$ cat src/hdl/i2cebam_pkg.sv
`timescale 1ns / 1ps
// Package for the I2C EEPROM byte access master: sizes, request and
// register codes, sequencer phase type and the byte selection function.
package i2cebam_pkg;

  localparam int ADDR_WIDTH        = 16;
  localparam int WRITE_WAIT_PHASES = 5;
  localparam int WAIT_W            = 7;
  localparam int TIMER_W           = 16;
  localparam int DEV_W             = 7;
  localparam int CFG_IDX_W         = 2;

  localparam logic [1:0] FUNC_WRITE = 2'd0;
  localparam logic [1:0] FUNC_READ  = 2'd1;
  localparam logic [1:0] FUNC_TICK  = 2'd2;

  localparam logic [CFG_IDX_W-1:0] CFG_DEVICE_ADDRESS = 2'd0;
  localparam logic [CFG_IDX_W-1:0] CFG_PHASE_TICKS    = 2'd1;

  localparam logic [DEV_W-1:0]   DEV_ADDR_RESET    = 7'd80;
  localparam logic [TIMER_W-1:0] PHASE_TICKS_RESET = 16'd1;

  localparam logic [2:0] BYTE_CTRL    = 3'd0;
  localparam logic [2:0] BYTE_ADDR_HI = 3'd1;
  localparam logic [2:0] BYTE_ADDR_LO = 3'd2;
  localparam logic [2:0] BYTE_LAST    = 3'd3;

  typedef enum logic [14:0] {
    PH_IDLE   = 15'b000000000000001,
    PH_ST_A   = 15'b000000000000010,
    PH_ST_B   = 15'b000000000000100,
    PH_BIT_LO = 15'b000000000001000,
    PH_BIT_HI = 15'b000000000010000,
    PH_ACK_LO = 15'b000000000100000,
    PH_ACK_HI = 15'b000000001000000,
    PH_RD_LO  = 15'b000000010000000,
    PH_RD_HI  = 15'b000000100000000,
    PH_NB_LO  = 15'b000001000000000,
    PH_NB_HI  = 15'b000010000000000,
    PH_SP_A   = 15'b000100000000000,
    PH_SP_B   = 15'b001000000000000,
    PH_SP_C   = 15'b010000000000000,
    PH_WAIT   = 15'b100000000000000
  } phase_t;

  function automatic logic [7:0] byte_for(input logic [2:0]       idx,
                                          input logic [DEV_W-1:0] dev,
                                          input logic [15:0]      addr,
                                          input logic [7:0]       data,
                                          input logic             rd);
    logic [7:0] ctrl;
    ctrl = {dev, 1'b0};
    unique case (idx)
      BYTE_CTRL:    byte_for = ctrl;
      BYTE_ADDR_HI: byte_for = addr[15:8];
      BYTE_ADDR_LO: byte_for = addr[7:0];
      default:      byte_for = rd ? {dev, 1'b1} : data;
    endcase
  endfunction

endpackage

$ cat src/hdl/i2c_eeprom_byte_access_master.sv
`timescale 1ns / 1ps
// I2C EEPROM byte access master: one byte write or random byte read per write/read request.
// The result sits in the output register from the edge after acceptance.
// Throughput: one request per cycle; the sequencer and phase timer advance in a single pass.
// A stalled result holds the input off; a new request enters as the waiting result leaves.
// Reset: synchronous; idles the sequencer, clears out_valid, restores register defaults.
// Depends on i2cebam_pkg.
module i2c_eeprom_byte_access_master
  import i2cebam_pkg::*;
(
  input  logic                 clk,
  input  logic                 rst,
  input  logic                 cfg_valid,
  output logic                 cfg_ready,
  input  logic [CFG_IDX_W-1:0] cfg_index,
  input  logic [15:0]          cfg_data,
  input  logic                 in_valid,
  output logic                 in_stall,
  input  logic [1:0]           func,
  input  logic [15:0]          mem_addr,
  input  logic [7:0]           write_data,
  input  logic                 sda_in,
  output logic                 out_valid,
  input  logic                 out_stall,
  output logic                 scl_out,
  output logic                 sda_out,
  output logic                 busy_res,
  output logic                 done_res,
  output logic                 nack,
  output logic [7:0]           read_data
);

  logic [DEV_W-1:0]      device_address;
  logic [TIMER_W-1:0]    phase_ticks;

  phase_t                state, state_next;
  logic [2:0]            byte_index, byte_index_next;
  logic [3:0]            bit_count, bit_count_next;
  logic [7:0]            shift_out, shift_out_next;
  logic [7:0]            shift_in, shift_in_next;
  logic [TIMER_W-1:0]    phase_timer, phase_timer_next;
  logic [ADDR_WIDTH-1:0] latched_address, latched_address_next;
  logic [7:0]            latched_data, latched_data_next;
  logic                  is_read, is_read_next;
  logic                  nack_seen, nack_seen_next;
  logic [WAIT_W-1:0]     wait_count, wait_count_next;

  logic                  accept;
  logic                  done_next;
  logic                  scl_next, sda_next, busy_next;

  assign cfg_ready = 1'b1;
  assign in_stall  = out_valid && out_stall;
  assign accept    = in_valid && !in_stall;

  always_ff @(posedge clk) begin
    if (rst) begin
      device_address <= DEV_ADDR_RESET;
      phase_ticks    <= PHASE_TICKS_RESET;
    end else if (cfg_valid && cfg_ready) begin
      unique case (cfg_index)
        CFG_DEVICE_ADDRESS: device_address <= cfg_data[DEV_W-1:0];
        CFG_PHASE_TICKS:    phase_ticks    <= cfg_data;
        default: ;
      endcase
    end
  end

  always_comb begin
    logic [TIMER_W-1:0] limit;
    logic [TIMER_W-1:0] timer_inc;
    logic [2:0]         nxt;
    logic [15:0]        addr16;

    state_next           = state;
    byte_index_next      = byte_index;
    bit_count_next       = bit_count;
    shift_out_next       = shift_out;
    shift_in_next        = shift_in;
    phase_timer_next     = phase_timer;
    latched_address_next = latched_address;
    latched_data_next    = latched_data;
    is_read_next         = is_read;
    nack_seen_next       = nack_seen;
    wait_count_next      = wait_count;
    done_next            = 1'b0;
    limit                = (phase_ticks == '0) ? TIMER_W'(1) : phase_ticks;
    timer_inc            = phase_timer + TIMER_W'(1);
    nxt                  = byte_index + 3'd1;
    addr16               = 16'(latched_address);

    if ((func == FUNC_WRITE || func == FUNC_READ) && state == PH_IDLE) begin
      latched_address_next = mem_addr[ADDR_WIDTH-1:0];
      latched_data_next    = write_data;
      is_read_next         = (func == FUNC_READ);
      nack_seen_next       = 1'b0;
      shift_in_next        = '0;
      shift_out_next       = '0;
      byte_index_next      = '0;
      bit_count_next       = '0;
      wait_count_next      = '0;
      phase_timer_next     = '0;
      state_next           = PH_ST_A;
    end else if (func == FUNC_TICK && state != PH_IDLE) begin
      if (timer_inc >= limit) begin
        phase_timer_next = '0;
        unique case (state)
          PH_ST_A: state_next = PH_ST_B;
          PH_ST_B: begin
            shift_out_next = byte_for(byte_index, device_address, addr16,
                                      latched_data, is_read);
            bit_count_next = '0;
            state_next     = PH_BIT_LO;
          end
          PH_BIT_LO: state_next = PH_BIT_HI;
          PH_BIT_HI: begin
            shift_out_next = {shift_out[6:0], 1'b0};
            bit_count_next = bit_count + 4'd1;
            state_next     = (bit_count_next >= 4'd8) ? PH_ACK_LO : PH_BIT_LO;
          end
          PH_ACK_LO: state_next = PH_ACK_HI;
          PH_ACK_HI: begin
            if (sda_in) begin
              nack_seen_next = 1'b1;
              state_next     = PH_SP_A;
            end else if (byte_index >= BYTE_LAST) begin
              if (is_read) begin
                shift_in_next  = '0;
                bit_count_next = '0;
                state_next     = PH_RD_LO;
              end else begin
                state_next = PH_SP_A;
              end
            end else if (byte_index == BYTE_ADDR_LO && is_read) begin
              byte_index_next = BYTE_LAST;
              state_next      = PH_ST_A;
            end else begin
              if (nxt == BYTE_ADDR_HI && ADDR_WIDTH <= 8) begin
                nxt = BYTE_ADDR_LO;
              end
              byte_index_next = nxt;
              shift_out_next  = byte_for(nxt, device_address, addr16,
                                         latched_data, is_read);
              bit_count_next  = '0;
              state_next      = PH_BIT_LO;
            end
          end
          PH_RD_LO: state_next = PH_RD_HI;
          PH_RD_HI: begin
            shift_in_next  = {shift_in[6:0], sda_in};
            bit_count_next = bit_count + 4'd1;
            state_next     = (bit_count_next >= 4'd8) ? PH_NB_LO : PH_RD_LO;
          end
          PH_NB_LO: state_next = PH_NB_HI;
          PH_NB_HI: state_next = PH_SP_A;
          PH_SP_A:  state_next = PH_SP_B;
          PH_SP_B:  state_next = PH_SP_C;
          PH_SP_C: begin
            if (!is_read && !nack_seen && WRITE_WAIT_PHASES > 0) begin
              wait_count_next = '0;
              state_next      = PH_WAIT;
            end else begin
              state_next = PH_IDLE;
              done_next  = 1'b1;
            end
          end
          PH_WAIT: begin
            wait_count_next = wait_count + WAIT_W'(1);
            if (wait_count_next >= WAIT_W'(WRITE_WAIT_PHASES)) begin
              state_next = PH_IDLE;
              done_next  = 1'b1;
            end
          end
          default: state_next = PH_IDLE;
        endcase
      end else begin
        phase_timer_next = timer_inc;
      end
    end

    scl_next = 1'b1;
    sda_next = 1'b1;
    unique case (state_next)
      PH_ST_B:   sda_next = 1'b0;
      PH_BIT_LO: begin
        scl_next = 1'b0;
        sda_next = shift_out_next[7];
      end
      PH_BIT_HI: sda_next = shift_out_next[7];
      PH_ACK_LO, PH_RD_LO, PH_NB_LO: scl_next = 1'b0;
      PH_SP_A: begin
        scl_next = 1'b0;
        sda_next = 1'b0;
      end
      PH_SP_B: sda_next = 1'b0;
      default: ;
    endcase
    busy_next = (state_next != PH_IDLE);
  end

  always_ff @(posedge clk) begin
    if (rst) begin
      state           <= PH_IDLE;
      byte_index      <= '0;
      bit_count       <= '0;
      shift_out       <= '0;
      shift_in        <= '0;
      phase_timer     <= '0;
      latched_address <= '0;
      latched_data    <= '0;
      is_read         <= 1'b0;
      nack_seen       <= 1'b0;
      wait_count      <= '0;
    end else if (accept) begin
      state           <= state_next;
      byte_index      <= byte_index_next;
      bit_count       <= bit_count_next;
      shift_out       <= shift_out_next;
      shift_in        <= shift_in_next;
      phase_timer     <= phase_timer_next;
      latched_address <= latched_address_next;
      latched_data    <= latched_data_next;
      is_read         <= is_read_next;
      nack_seen       <= nack_seen_next;
      wait_count      <= wait_count_next;
    end
  end

  always_ff @(posedge clk) begin
    if (rst) begin
      out_valid <= 1'b0;
    end else if (accept) begin
      out_valid <= 1'b1;
    end else if (!out_stall) begin
      out_valid <= 1'b0;
    end
  end

  always_ff @(posedge clk) begin
    if (accept) begin
      scl_out   <= scl_next;
      sda_out   <= sda_next;
      busy_res  <= busy_next;
      done_res  <= done_next;
      nack      <= !busy_next && nack_seen_next;
      read_data <= (!busy_next && is_read_next && !nack_seen_next) ? shift_in_next : 8'd0;
    end
  end

`ifndef ASSERT_OFF
  a_done_not_busy: assert property (@(posedge clk) disable iff (rst)
    out_valid && done_res |-> !busy_res)
    else $error("done reported while still busy");

  a_idle_lines_high: assert property (@(posedge clk) disable iff (rst)
    out_valid && !busy_res |-> scl_out && sda_out)
    else $error("bus lines not released while idle");

  a_nack_no_data: assert property (@(posedge clk) disable iff (rst)
    out_valid && nack |-> read_data == 8'd0)
    else $error("read data shown after a missing acknowledge");

  a_stall_needs_result: assert property (@(posedge clk) disable iff (rst)
    in_stall |-> out_valid)
    else $error("input held off with no pending result");
`endif

endmodule

$ cat config.mk
export PLATFORM = sky130hd
export DESIGN_NAME = i2c_eeprom_byte_access_master
export DESIGN_NICKNAME = d
export VERILOG_FILES = /design/src/hdl/i2cebam_pkg.sv /design/src/hdl/i2c_eeprom_byte_access_master.sv
export SDC_FILE = /design/constraint.sdc
export NUM_CORES = 1
export LEC_CHECK = 0
export BUFFER_PORTS_ARGS = -buffer_cell sky130_fd_sc_hd__buf_4
export CAP_MARGIN = 20
export CORE_UTILIZATION = 51
export CTS_CLUSTER_DIAMETER = 50
export DETAILED_ROUTE_END_ITERATION = 6
export GPL_TIMING_DRIVEN = 0
export PLACE_DENSITY = 0.7
export REMOVE_ABC_BUFFERS = 1
export SLEW_MARGIN = 20
export SYNTH_ARGS = -nofsm -noshare
export SYNTH_HDL_FRONTEND = slang
export SYNTH_SLANG_ARGS = --single-unit
$ cat constraint.sdc
create_clock -name clk -period 4.6 [get_ports clk]
set_input_delay 0.23 -clock clk [delete_from_list [all_inputs] [get_ports clk]]
set_output_delay 0.23 -clock clk [all_outputs]
set_load 0.005 [all_outputs]
== Word-level counts from Yosys, hierarchy flattened ==
Cells that the tools add are included.

* Add/sub/neg operators: 4
* $mul: 0
* Div/mod/pow operators: 0
* Magnitude comparators: 4
* Eq/ne operators: 41
* Shift operators: 0
* Muxes and demuxes: 66
* Bitwise gates (word level): 2
* Reductions and logical operators: 39

{| class="wikitable"
|+ Operators by type and width
! operator !! count
|-
| $pmux 15 s14 || 1
|-
| $mux 15 || 7
|-
| $mux 8 || 13
|-
| $pmux 8 s3 || 3
|-
| $mux 16 || 4
|-
| $mux 4 || 8
|-
| $eq 15x10->1 const B || 2
|-
| $eq 15x12->1 const B || 2
|-
| $eq 15x13->1 const B || 2
|-
| $eq 15x3->1 const B || 2
|-
| $eq 15x4->1 const B || 2
|-
| $eq 15x5->1 const B || 2
|-
| $eq 15x6->1 const B || 2
|-
| $eq 15x8->1 const B || 2
|-
| $ne 15x1->1 const B || 2
|-
| $mux 7 || 4
|-
| $mux 3 || 7
|-
| $add 16x1->16 const B || 1
|-
| $ge 16x16->1 || 1
|-
| $logic_not 16->1 || 1
|-
| $pmux 8 s2 || 1
|-
| $eq 15x1->1 const B || 1
|-
| $eq 15x11->1 const B || 1
|-
| $eq 15x14->1 const B || 1
|-
| 41 further kinds || 84
|}

* Bits in registers: 124
* Bits in latches: 0
* RAM bits: 0
* Memory bits (read-only): 0
* Output and inout bits: 16
* Logic and storage cells: 177
* Memories: 0

== Longest topological paths before layout ==
* Depth in word-level cells: 13
* Mapped depth: 18
* Depth with buffers taken out: 16

== Least setup slack after synthesis ==
Ideal clock, no wire load.

* Kind: flip-flop to flip-flop
* Start point: reg phase_timer[2]
* End point: reg read_data[0] (data pin)
* Library setup time: 0.141 ns
* Arrival: 4.000 ns
* Data required time: 4.459 ns
* Setup slack: 0.459 ns
* Stages on the path, launching flop included: 17
* Clock period less this slack: 4.141 ns
* Cells stage by stage: dfxtp_1 > and3_1 > and3_1 > and3_1 > and3_1 > clkbuf_1 > nand4_1 > xnor2_1 > ha_1 > nand2_1 > a2111o_1 > o21a_1 > nor2_1 > mux2i_1 > o21ai_0 > nand4b_2 > nor2_1

* Cells in the longest elaborated chain, start to end: 9

{| class="wikitable"
|+ Ends and longest elaborated chain
! what !! line !! source
|-
| from (decl) || i2c_eeprom_byte_access_master.sv:41 || <nowiki>logic [TIMER_W-1:0] phase_timer, phase_timer_next;</nowiki>
|-
| from (signal assigned) || i2c_eeprom_byte_access_master.sv:220 || <nowiki>phase_timer <= phase_timer_next;</nowiki>
|-
| $add 16x1->16 (*) || i2c_eeprom_byte_access_master.sv:88 || <nowiki>timer_inc = phase_timer + TIMER_W'(1);</nowiki>
|-
| $ge 16x16->1 (*) || i2c_eeprom_byte_access_master.sv:105 || <nowiki>if (timer_inc >= limit) begin</nowiki>
|-
| $mux 15 || i2c_eeprom_byte_access_master.sv:105 ||
|-
| $mux 15 || i2c_eeprom_byte_access_master.sv:104 || <nowiki>end else if (func == FUNC_TICK && state != PH_IDLE) begin</nowiki>
|-
| $mux 15 || i2c_eeprom_byte_access_master.sv:92 || <nowiki>if ((func == FUNC_WRITE || func == FUNC_READ) && state == PH_IDLE) begin</nowiki>
|-
| $ne 15x1->1 || i2c_eeprom_byte_access_master.sv:198 || <nowiki>busy_next = (state_next != PH_IDLE);</nowiki>
|-
| $logic_not 1->1 || i2c_eeprom_byte_access_master.sv:246 || <nowiki>read_data <= (!busy_next && is_read_next && !nack_seen_next) ? shift_in_next : 8'd0;</nowiki>
|-
| $logic_and 1x1->1 (2 in series) || i2c_eeprom_byte_access_master.sv:246 ||
|-
| to (signal assigned) || i2c_eeprom_byte_access_master.sv:246 ||
|-
| to (decl) || i2c_eeprom_byte_access_master.sv:30 || <nowiki>output logic [7:0] read_data</nowiki>
|}

Every way passes the cells marked *; elsewhere a longest branch is shown, timed or not.
A chain may end at the register's enable or synchronous reset.

== Worst setup path in the final report ==
* Start point: reg phase_timer[0]
* End point: reg nack (data pin)

* Cells in the longest elaborated chain, start to end: 8

{| class="wikitable"
|+ Ends and longest elaborated chain
! what !! line !! source
|-
| $add 16x1->16 || i2c_eeprom_byte_access_master.sv:88 ||
|-
| $ge 16x16->1 || i2c_eeprom_byte_access_master.sv:105 ||
|-
| $mux 15 || i2c_eeprom_byte_access_master.sv:105 ||
|-
| $mux 15 || i2c_eeprom_byte_access_master.sv:104 ||
|-
| $mux 15 || i2c_eeprom_byte_access_master.sv:92 ||
|-
| $ne 15x1->1 || i2c_eeprom_byte_access_master.sv:198 ||
|-
| via busy_next || i2c_eeprom_byte_access_master.sv:50 || <nowiki>logic scl_next, sda_next, busy_next;</nowiki>
|-
| $logic_not 1->1 || i2c_eeprom_byte_access_master.sv:245 || <nowiki>nack <= !busy_next && nack_seen_next;</nowiki>
|-
| $logic_and 1x1->1 || i2c_eeprom_byte_access_master.sv:245 ||
|-
| to (signal assigned) || i2c_eeprom_byte_access_master.sv:245 ||
|-
| to (decl) || i2c_eeprom_byte_access_master.sv:29 || <nowiki>output logic nack,</nowiki>
|}

The timed path passes the listed nets, and every way through them passes these cells.

==> flow_metrics.py <==
metrics = {
    "sta": {
        "fin_crit_ns": 4.38,
        "tightestPinTransition_ns": 0.870,
        "setup_viol_count_final": 0,
        "timing.slew.headroom": 0.419,
        "setup_tns_ns": 0,
        "fmax_ghz": 0.229,
        "hold_violations": 0,
        "final_max_slew_viol_count": 0,
        "grt_setup_unrepaired": "false",
        "final.setup_skew_ns": 0.00617,
        "min_period_over_period": 0.951,
    },
    "critical_path": {
        "timing.rr.end": "nack$_DFFE_PP_",
        "critical_path.max_fanout": 12,
        "worstReg2RegStart": "phase_timer[0]$_SDFFE_PP0P_",
        "reg2regPathDepth": 15,
        "critPathCaptureType": "flop",
        "worst-r2r-setup-slack_ns": 0.22,
        "critPathMaxStageDelay_ns": 0.44,
        "crit_family": "simple AND/OR/NAND/NOR gates",
        "setup.worst_path.class": "reg -> reg",
        "critPathMostFrequentCell": "sky130_fd_sc_hd__ha_1",
        "cp_cell_sequence": "ha_1, and3_4, and3_1, and3_2, nand4_1, xnor2_1, ha_1, nand2_1, a2111o_1, o21a_2, nor2_4, mux2i_2, o21ai_1, nand3b_1, a21oi_1",
        "startpoint_type": "flop",
        "worstPathRequired_ns": 4.82,
        "critical_path_arrival_ns": 4.60,
        "crit_path_top_delay_cell": "sky130_fd_sc_hd__a2111o_1",
        "worstPathBufferInverterCount": 0,
    },
    "die": {
        "die_w_um": 120,
        "boundaryPins": 66,
        "floorplan_die_area_um2": 14500,
        "initial_core_util": 0.532,
        "fp.dieH_um": 120,
        "coreArea_um2": 13500,
        "rows": 42,
    },
    "finish": {
        "antenna_cells_inserted": 0,
        "area.sequential_um2": 2620,
        "post_layout_nonfiller_instances": 1146,
        "area_growth_syn_to_layout_pct": 18.0,
        "post_route_cells_drive_above_1_share": 0.146,
        "layout.filler_cells": 1255,
        "multi_input_comb_area_um2": 4340,
        "nNetsFinal": 1035,
    },
    "pwr": {
        "power_frac_seq": 0.404,
        "pwr-share-clk": 0.475,
        "cellPowerDensity_nw_per_um2": 337,
        "internal_power_uw": 2080,
        "irDropWorstVdd_uv": 271,
        "sw_frac_of_total": 0.271,
        "power.switching_uw": 770,
        "leakagePower_uw": 0.00303,
        "power_frac_comb": 0.120,
    },
    "clocking": {
        "clk_pin_slew_worst_paths_ns": 0.06,
        "ctsLongestPathBuffers": 2,
        "clk_latency_ns": 0.42,
        "cts.root.buffer_cell": "sky130_fd_sc_hd__clkbuf_16",
        "clock-sinks": 124,
        "number_of_clock_buffers_inserted_by_tritoncts": 17,
        "cts_tree": "yes",
        "ctsHtreeMaxLevel": 4,
    },
    "yosys": {
        "ys_types": 72,
        "synth_flop_cell": "sky130_fd_sc_hd__dfxtp_1",
        "yosys.area.top_type": "sky130_fd_sc_hd__dfxtp_1",
        "yosys_register_bits": 124,
        "synth-warning-count": 0,
        "share_of_yosys_cell_area_claimed_by_the_top_area_cell_type": 0.310,
        "netlist_top_cells_area": "sky130_fd_sc_hd__dfxtp_1 31%, sky130_fd_sc_hd__nand2_1 8.8%, sky130_fd_sc_hd__a21oi_1 7.7%",
        "syn-mean-instance-area_um2": 7.82,
        "post_synth_inst_count": 916,
        "number_of_enable_type_register_cells_in_the_synthesized_netlist": 13,
        "synth-seq-area-share": 0.365,
        "netlist_area_um2": 7160,
        "async_flop_share": 0,
    },
    "routing": {
        "detail_route.wl_per_cell_um": 16.0,
        "drc": 0,
        "vias_per_cell": 5.90,
        "drt_wl_total_um": 18400,
        "route.vias.total": 6760,
        "first_pass_iters": 6,
        "route.antenna.remaining_nets": 0,
        "first_iter_violations": 723,
    },
    "global_route": {
        "grt_start_max_net_pins": 112,
        "grt_pass1_vias": 6133,
        "grt_use_total": 0.265,
        "antenna_found_initial": 0,
        "global_route.overflow_total": 0,
        "grt_first_pass_wirelength_um": 30600,
    },
    "flow_run": {
        "timing.max_cap.violations": 0,
    },
    "place": {
        "globalplace.congestion": 0.908,
        "hpwl_um": 12400,
        "post-place-cells": 1107,
        "count_of_input_and_output_buffers": 64,
    },
    "outcome": {
        "run_status": "finished, final reports clean",
    },
    "hold_path": {
        "worst_hold_stages": 2,
        "worstHoldStart": "cfg_data[6]",
        "end_point_of_the_worst_hold_path": "device_address[6]$_SDFFE_PP1P_",
        "hold_path_class": "in -> reg",
    },
}
[sequential cells by signal (all words and copies together) (netlist names), 3 cells and up]
name,count
bit_count,4
byte_index,3
device_address,7
latched_address,16
latched_data,8
phase_ticks,16
phase_timer,16
read_data,8
shift_in,8
shift_out,8
state,15
wait_count,7
[worst max-delay path by stage]
stage / startpoint / to / slack (ns) / cells past startpoint
floorplan: phase_timer[2]$_SDFFE_PP0P_ / read_data[0]$_SDFFCE_PN0P_ / 0.30 / 15
global placement: phase_timer[0]$_SDFFE_PP0P_ / read_data[7]$_SDFFCE_PN0P_ / -0.75 / 15
detailed placement: phase_timer[0]$_SDFFE_PP0P_ / read_data[2]$_SDFFCE_PN0P_ / -0.68 / 15
CTS: phase_timer[0]$_SDFFE_PP0P_ / sda_out$_DFFE_PP_ / 0.01 / 15
global route: phase_timer[0]$_SDFFE_PP0P_ / nack$_DFFE_PP_ / 0.009 / 15
finish: phase_timer[0]$_SDFFE_PP0P_ / nack$_DFFE_PP_ / 0.22 / 15
[cell usage after synthesis, types with 6 or more instances]
cell type                    n
sky130_fd_sc_hd__nor4_1     12
sky130_fd_sc_hd__dfxtp_1   111
sky130_fd_sc_hd__nand2_1   168
sky130_fd_sc_hd__mux2i_1    18
sky130_fd_sc_hd__xor2_1     12
sky130_fd_sc_hd__a222oi_1   13
sky130_fd_sc_hd__inv_1      29
sky130_fd_sc_hd__nor2b_1     7
sky130_fd_sc_hd__nand3_1    21
sky130_fd_sc_hd__a22oi_1    15
sky130_fd_sc_hd__nor2_1     87
sky130_fd_sc_hd__nor3_1     14
sky130_fd_sc_hd__and2_1      6
sky130_fd_sc_hd__ha_1       28
sky130_fd_sc_hd__o211ai_1   10
sky130_fd_sc_hd__nor3b_1     7
sky130_fd_sc_hd__nand4b_1    6
sky130_fd_sc_hd__nand3b_1    6
sky130_fd_sc_hd__buf_2       7
sky130_fd_sc_hd__o21ai_0    44
sky130_fd_sc_hd__xnor2_1    10
sky130_fd_sc_hd__and3_1     13
sky130_fd_sc_hd__a211oi_1   11
sky130_fd_sc_hd__edfxtp_1   13
sky130_fd_sc_hd__o21a_1     12
sky130_fd_sc_hd__nand4_1    12
sky130_fd_sc_hd__clkbuf_1   38
sky130_fd_sc_hd__a21oi_1   110
[routing by layer]
layer	vias to the layer above	global-route usage	wire length, um
met3	24	0.0604	1040
met5	-	0	0
met4	0	0.0833	256
met2	251	0.409	8340
met1	3098	0.366	8730
li1	3387	-	-
[per-stage QoR]
stage / setup slack [ns] / hold WS, ns / total power, uW / instance area, um^2 / util
after floorplan: 0.298 / 0.299 / 1350 / 6950 / -
after global placement: -0.746 / 0.441 / 1480 / 7650 / 0.569
after detailed placement: -0.678 / 0.445 / 1480 / 7680 / 0.571
after CTS: 0.0110 / 0.0111 / 2850 / 8340 / 0.620
after global routing: 0.00874 / 0.00812 / 2960 / 8450 / 0.628
final: 0.224 / 0.0217 / 2850 / 8450 / 0.628
[logic make-up (layout without fill, tap and decap cells)]
family          count (synthesis)  after routing  synth area share
fa+ha+maj                      28             28            0.0489
xor+xnor                       22             22            0.0269
mux                            19             19            0.0267
compound gates                248            248             0.215
simple gates                  393            393             0.272
buf+inv                        81            135            0.0453
other cells                     1              1          0.000524
flops                         124            124             0.365
[repair_timing]
action	CTS	global route
setup buffers	4	2
pin swaps	1	1
gates resized for setup	10	15
setup endpoints to repair	29	19
endpoints found under the hold margin	0	0
hold buffers	0	0
[area by class of cell]
cell class              instances  share of cell area
clock inverters                14              0.0187
well taps                     176              0.0261
clock buffers                  18              0.0520
repair buffers                 73              0.0667
inverters                      30              0.0133
flip-flops and latches        124               0.310
multi-input cells             711               0.514
[cells in the final DEF (no fill, tap or decap), drive strengths merged, types with 10 or more instances in the layout]
cell    instances
inv            35
xor2           12
clkbuf         18
a21oi         110
and3           13
a211oi         11
nor3           15
dfxtp         111
a22oi          15
edfxtp         13
o21ai          46
nor2           89
o211ai         10
a222oi         13
ha             28
xnor2          10
o21a           12
nor4           16
mux2i          18
nand2         168
nand3          21
buf            73
nand4          12
[power groups by stage]
stage          registers [uW]  clock network [uW]  logic (uW)
2_1_floorplan            1170                   0         186
3_3_place_gp             1170                   0         305
3_5_place_dp             1170                   0         310
4_1_cts                  1150                1370         326
5_1_grt                  1150                1430         374
6_report                 1150                1350         343
Note: power is estimated with default switching activity, not from simulation.
